`src/hdl/bis_pkg.sv`:
```
// ----------------------------------------------------------------------------
// Byte insertion sorter package
// Shared types, constants and control structs for the byte insertion sorter.
// ----------------------------------------------------------------------------
package bis_pkg;

  // Width of one byte of the string.
  localparam int unsigned ByteW = 8;

  // Default number of bytes the sorted store holds.
  localparam int unsigned DefaultDepth = 64;

  // Input word: one byte of the string and its end marker.
  typedef struct packed {
    logic [ByteW-1:0] ch;
    logic             last;
  } in_word_t;

  // Output word: one sorted byte and the end-of-string marker.
  typedef struct packed {
    logic [ByteW-1:0] sorted_ch;
    logic             final_res;
  } out_word_t;

  // Controller states.
  typedef enum logic {
    ST_FILL,
    ST_DRAIN
  } state_e;

  // Commands from the controller to the datapath.
  typedef struct packed {
    logic insert;
    logic pop;
  } cmd_t;

  // Status from the datapath to the controller.
  typedef struct packed {
    logic last_one;
  } status_t;

endpackage

```
`src/hdl/byte_insertion_sorter.sv`:
```
// ----------------------------------------------------------------------------
// Byte insertion sorter
// Collects a string byte by byte in a sorted store and emits it in ascending
// unsigned order once the byte marked last arrives.
// ----------------------------------------------------------------------------
//
//   Channel | Handshake                  | Word
//   --------+----------------------------+-------------------------------
//   in      | in_valid_i / in_ready_o    | in_data_i   (ch, last)
//   out     | out_valid_o / out_ready_i  | out_data_o  (sorted_ch, final_res)
//
// Each input word is inserted as it is accepted, by the parallel
// compare-and-shift row of cells. After the word marked last, the block
// drains one word per cycle while out_ready_i is high, and takes no input
// until the last sorted word is taken.
// Bytes arriving with the store full are dropped. Reset clears the fill count
// and returns the block to accepting input; no clearing pass is needed.
//
module byte_insertion_sorter #(
  parameter int unsigned DEPTH = bis_pkg::DefaultDepth
) (
  input  logic               clk_i,
  input  logic               rst_ni,
  input  logic               in_valid_i,
  output logic               in_ready_o,
  input  bis_pkg::in_word_t  in_data_i,
  output logic               out_valid_o,
  input  logic               out_ready_i,
  output bis_pkg::out_word_t out_data_o
);

  bis_pkg::cmd_t    cmd;
  bis_pkg::status_t status;

  // Sequencer.
  bis_ctrl u_ctrl (
    .clk_i       (clk_i),
    .rst_ni      (rst_ni),
    .in_valid_i  (in_valid_i),
    .in_last_i   (in_data_i.last),
    .in_ready_o  (in_ready_o),
    .out_valid_o (out_valid_o),
    .out_ready_i (out_ready_i),
    .status_i    (status),
    .cmd_o       (cmd)
  );

  // Sorted store.
  bis_datapath #(
    .DEPTH (DEPTH)
  ) u_datapath (
    .clk_i      (clk_i),
    .rst_ni     (rst_ni),
    .cmd_i      (cmd),
    .ch_i       (in_data_i.ch),
    .status_o   (status),
    .out_word_o (out_data_o)
  );

endmodule

```
`src/hdl/bis_ctrl.sv`:
```
// ----------------------------------------------------------------------------
// Byte insertion sorter controller
// Two-state sequencer: fill the sorted store, then drain it in order.
// ----------------------------------------------------------------------------
module bis_ctrl (
  input  logic             clk_i,
  input  logic             rst_ni,
  input  logic             in_valid_i,
  input  logic             in_last_i,
  output logic             in_ready_o,
  output logic             out_valid_o,
  input  logic             out_ready_i,
  input  bis_pkg::status_t status_i,
  output bis_pkg::cmd_t    cmd_o
);

  bis_pkg::state_e state_q, state_d;

  // Next-state logic.
  always_comb begin
    state_d = state_q;
    unique case (state_q)
      bis_pkg::ST_FILL: begin
        if (in_valid_i && in_last_i) begin
          state_d = bis_pkg::ST_DRAIN;
        end
      end
      bis_pkg::ST_DRAIN: begin
        if (out_ready_i && status_i.last_one) begin
          state_d = bis_pkg::ST_FILL;
        end
      end
      default: state_d = bis_pkg::ST_FILL;
    endcase
  end

  // Output logic: handshakes and datapath commands.
  always_comb begin
    in_ready_o   = 1'b0;
    out_valid_o  = 1'b0;
    cmd_o.insert = 1'b0;
    cmd_o.pop    = 1'b0;
    unique case (state_q)
      bis_pkg::ST_FILL: begin
        in_ready_o   = 1'b1;
        cmd_o.insert = in_valid_i;
      end
      bis_pkg::ST_DRAIN: begin
        out_valid_o = 1'b1;
        cmd_o.pop   = out_ready_i;
      end
      default: begin
        in_ready_o = 1'b0;
      end
    endcase
  end

  // State register.
  always_ff @(posedge clk_i or negedge rst_ni) begin
    if (!rst_ni) begin
      state_q <= bis_pkg::ST_FILL;
    end else begin
      state_q <= state_d;
    end
  end

endmodule

```
`src/hdl/bis_datapath.sv`:
```
// ----------------------------------------------------------------------------
// Byte insertion sorter datapath
// Row of byte cells kept in ascending order with a parallel compare-and-shift
// insert, drained by shifting toward cell zero.
// ----------------------------------------------------------------------------
module bis_datapath #(
  parameter int unsigned DEPTH = bis_pkg::DefaultDepth
) (
  input  logic                       clk_i,
  input  logic                       rst_ni,
  input  bis_pkg::cmd_t              cmd_i,
  input  logic [bis_pkg::ByteW-1:0]  ch_i,
  output bis_pkg::status_t           status_o,
  output bis_pkg::out_word_t         out_word_o
);

  localparam int unsigned CntW = $clog2(DEPTH + 1);

  logic [bis_pkg::ByteW-1:0] store_q [DEPTH];
  logic [bis_pkg::ByteW-1:0] store_d [DEPTH];
  logic [DEPTH-1:0]          gt;
  logic [CntW-1:0]           count_q, count_d;
  logic                      full;

  assign full = (count_q == CntW'(DEPTH));

  // Each cell compares its byte against the new one; the row is sorted,
  // so the set of cells holding a larger byte is contiguous at the top.
  always_comb begin
    for (int i = 0; i < DEPTH; i++) begin
      gt[i] = (CntW'(i) < count_q) && (store_q[i] > ch_i);
    end
  end

  // Per-cell update: take the lower neighbor, the new byte, or the upper
  // neighbor while draining.
  for (genvar i = 0; i < DEPTH; i++) begin : g_cell
    logic                      prev_gt;
    logic [bis_pkg::ByteW-1:0] prev_val;
    logic [bis_pkg::ByteW-1:0] next_val;
    logic                      at_end;

    if (i == 0) begin : g_first
      assign prev_gt  = 1'b0;
      assign prev_val = ch_i;
    end else begin : g_rest
      assign prev_gt  = gt[i-1];
      assign prev_val = store_q[i-1];
    end

    if (i == DEPTH - 1) begin : g_top
      assign next_val = store_q[i];
    end else begin : g_below
      assign next_val = store_q[i+1];
    end

    assign at_end = (CntW'(i) == count_q);

    always_comb begin
      store_d[i] = store_q[i];
      if (cmd_i.insert && !full) begin
        if (prev_gt) begin
          store_d[i] = prev_val;
        end else if (gt[i] || at_end) begin
          store_d[i] = ch_i;
        end
      end else if (cmd_i.pop) begin
        store_d[i] = next_val;
      end
    end

    // Byte cells carry no reset; only filled cells are ever read.
    always_ff @(posedge clk_i) begin
      store_q[i] <= store_d[i];
    end
  end

  // Fill count: grows on an insert that fits, shrinks on each drained word.
  always_comb begin
    count_d = count_q;
    if (cmd_i.insert && !full) begin
      count_d = count_q + CntW'(1);
    end else if (cmd_i.pop) begin
      count_d = count_q - CntW'(1);
    end
  end

  always_ff @(posedge clk_i or negedge rst_ni) begin
    if (!rst_ni) begin
      count_q <= '0;
    end else begin
      count_q <= count_d;
    end
  end

  // The smallest remaining byte always sits in cell zero.
  assign status_o.last_one     = (count_q == CntW'(1));
  assign out_word_o.sorted_ch  = store_q[0];
  assign out_word_o.final_res  = status_o.last_one;

endmodule
```
`config.mk`:
```
export PLATFORM = sky130hd
export DESIGN_NAME = byte_insertion_sorter
export DESIGN_NICKNAME = d
export VERILOG_FILES = /design/src/hdl/bis_pkg.sv /design/src/hdl/byte_insertion_sorter.sv /design/src/hdl/bis_ctrl.sv /design/src/hdl/bis_datapath.sv
export SDC_FILE = /design/constraint.sdc
export NUM_CORES = 2
export LEC_CHECK = 0
export BUFFER_PORTS_ARGS = -buffer_cell sky130_fd_sc_hd__buf_2
export CORE_ASPECT_RATIO = 0.75
export CORE_MARGIN = 1.5
export CORE_UTILIZATION = 46
export CTS_CLUSTER_SIZE = 10
export DETAILED_ROUTE_END_ITERATION = 6
export PLACE_DENSITY = 0.7
export RECOVER_POWER = 50
export SETUP_SLACK_MARGIN = 0.05
export SLEW_MARGIN = 15
export SYNTH_ARGS = -nofsm -noshare
export SYNTH_HDL_FRONTEND = slang
export SYNTH_SLANG_ARGS = --single-unit
```
`constraint.sdc`:
```
create_clock -name clk_i -period 3.5 [get_ports clk_i]
set_input_delay 0.175 -clock clk_i [delete_from_list [all_inputs] [get_ports clk_i]]
set_output_delay 0.175 -clock clk_i [all_outputs]
set_load 0.01 [all_outputs]
```
==> out/metrics.yaml <==
synth:
  synth.area.mux_share_pct: 0.2232
  synth_top_family_by_area: "compound AO/OA/AOI/OAI gates"
  seq_area_frac_synth_pct: 38.59
  async_reset_ff_share_pct: 1.538
  syn_inst: 4011
  synth_area_um2: 40350
  ys.flop_type: "edfxtp_1"
  synth_compound_area_share_pct: 30.11
  synth.distinct_cells: 63
  synth_edf_count: 512
  ys_warn_count: 0
  synth_xor_area_share_pct: 0.1302
  synth_seq_cells: 520
  synthAdderAreaFrac_pct: 16.03
  synth_nets: 4541
  postSynthAreaPerCell_um2: 10.06
  synth-simple-area-share_pct: 10.70
sta:
  fin_skew_ps: 19.83
  tns_ps: 0
  max_freq_ghz: 0.3028
  setup_viol: 0
  max-slew-margin-rel_pct: 28.12
  worstMarginPinSlew_ps: 1078
  hold_viol: 0
  period_minus_slack_ps: 3303
  period_share_pct: 94.36
  drv_slew: 0
  rsz0062_at_grt: "no"
status:
  outcome: "complete, no violations"
cts:
  cts_inserted_buffers: 60
  cts_sinks: 520
  htreeDepth: 2
  cts_tree: "built"
  clkLatencyLatePin_ps: 670
  clk_pin_slew_ps: 60
  ctsResizeCount: 0
  clockBufferDepth: 3
  root_buffer: "clkbuf_16"
setup_path:
  endpoint_kind: "flop"
  crit_arrival_ps: 3600
  cp_max_fo: 16
  crit_type: "reg -> reg"
  critPathRequiredTime_ps: 3800
  start_kind: "flop"
global_route:
  grtUsageMet1_pct: 47.37
  busiest_layer: "met1"
  grtUsageMet3_pct: 9.064
  grt_pass1_wl_mm: 224.5
  antenna_found_initial: 0
  use_met2_pct: 45.84
  grt_util_all_layers_pct: 32.51
  grt_pass1_vias: 35300
  grt_max_degree: 217
  grt-ovfl-total: 0
layout:
  final_common_cell: "nand2_1"
  layout_common_cells: "nand2_1, ha_1, edfxtp_1, o211ai_1, o2111ai_1"
  antenna_cells: 0
  instances_no_fill: 5270
  syn_to_final_growth_pct: 11.63
  drive_above_1_share_pct: 10.31
  final_nets: 4624
route:
  drt_iter0_drc: 5423
  drc: 0
  vias: 38250
  wl_per_cell_um: 28.47
  first_pass_iters: 7
  viasPerCell: 7.259
  routed_wl_mm: 150.0
  ant_nets: 0
placed_design:
  port_buffers: 23
  gp_congestion: 1.004
  dpl.hpwl_mm: 104.8
  numPlacedInstances: 5167
floorplan:
  core_area_um2: 86340
  ioPinCount: 24
  die_w_um: 345.0
  rows: 93
  initial_core_util_pct: 46.74
  die-area_um2: 89530
  die_y_um: 259.5
worst_hold_path:
  hold_class: "in -> reg"
power:
  p_leak_nw: 16.35
  p_total_mw: 23.44
  peakVddDrop_mv: 0.4195
  p_per_area_nw_per_um2: 520.2
run:
  drv_cap: 0
synthesized netlist by cell type (all sizes together) (4+ instances only):
library cell	number	area (um^2)
xnor2	5	43.79
inv	88	330.3
nor2	119	451.7
a41oi	50	437.9
nor2b	68	425.4
nand2b	6	37.54
o211a	11	110.1
o221ai	58	508.0
nand3	56	280.3
o22ai	10	62.56
edfxtp	512	15370
clkbuf	54	202.7
or2	4	25.03
dfrtp	8	200.2
and2	8	50.05
nor3	6	35.03
nand4	129	807.0
a21oi	266	1335
ha	517	6469
a211oi	4	40.03
and3	5	31.28
o21a	92	690.7
a31oi	59	369.1
o21ai	178	894.6
mux2	8	90.09
o2111ai	456	3994
a21o	9	67.56
nand2	535	2008
o211ai	461	3461
buf	191	1166
nor3b	7	52.55
registers in the layout, summed over array words and instances (netlist names):
register and count:
u_datapath.store_q 512, u_datapath.count_q 7, u_ctrl.state_q 1
final timing paths:
kind,startpoint,endpoint,slack [ps],cells past startpoint
min in group asynchronous,rst_ni,u_datapath.count_q[6]$_DFFE_PN0P_,720,3
hold / removal,in_data_i[2],u_datapath.store_q[1][1]$_DFFE_PP_,200,4
max in group asynchronous,rst_ni,u_datapath.count_q[2]$_DFFE_PN0P_,2380,3
setup / recovery,u_datapath.count_q[4]$_DFFE_PN0P_,u_datapath.store_q[1][181]$_DFFE_PP_,200,5
setup reg to reg,u_datapath.count_q[4]$_DFFE_PN0P_,u_datapath.store_q[1][181]$_DFFE_PP_,200,5
hold reg to reg,u_datapath.store_q[1][254]$_DFFE_PP_,u_datapath.store_q[1][246]$_DFFE_PP_,590,2
critical path, stage by stage (launching register included):
cell,delay (ps)
dfrtp_1,670
and2_0,570
o21ai_0,530
a21oi_1,330
o21ai_0,260
a41oi_2,580
timing repair:
item	4_1_cts	5_1_grt
setup buffers	0	0
hold buffers	5	0
endpoints found under the hold margin	10	0
metrics by stage:
step           hold WS, ps  utilization, %  worst slack, ps  instance area [um^2]
6_report             204.2           52.18            197.4                 45050
5_1_grt              193.0           52.18            89.42                 45050
4_1_cts              159.6           52.30            363.8                 45160
3_5_place_dp         64.50           50.24            275.1                 43380
3_3_place_gp         64.64           50.24            357.6                 43380
2_1_floorplan       -120.6               -            4.169                 40920
report_power, final:
part           switching (mW)  internal (mW)  leakage, nW  total, mW
sequential              0.950           7.87         5.09       8.82
clock                    2.67           3.27        0.837       5.94
combinational            5.93           2.74         10.4       8.68
final cells by class:
cell class              count  area (um^2)
inverters                  88        356.6
fillers                  7789        41290
multi-input cells        3158        23660
clock inverters             8        41.29
clock buffers              90         1685
flip-flops and latches    520        15570
well taps                1140         1426
repair buffers            266         2306
layer usage:
layer / routed length [um] / part of all wire, % / up-vias
li1: - / - / 16890
met1: 63640 / 42 / 18330
met2: 60230 / 40 / 2688
met3: 20980 / 14 / 353
met4: 5182 / 3.5 / 0
met5: 0 / 0 / -
cell families (layout without fill, tap and decap cells):
family	Yosys count	after routing
flip-flops	520	520
adder cells (fa/ha/maj)	517	517
buffers and inverters	333	452
AO/OA/AOI/OAI	1672	1672
XOR/XNOR	6	6
multiplexers	8	8
AND/OR/NAND/NOR	955	955
No activity file was read; power rests on OpenSTA's default activity.
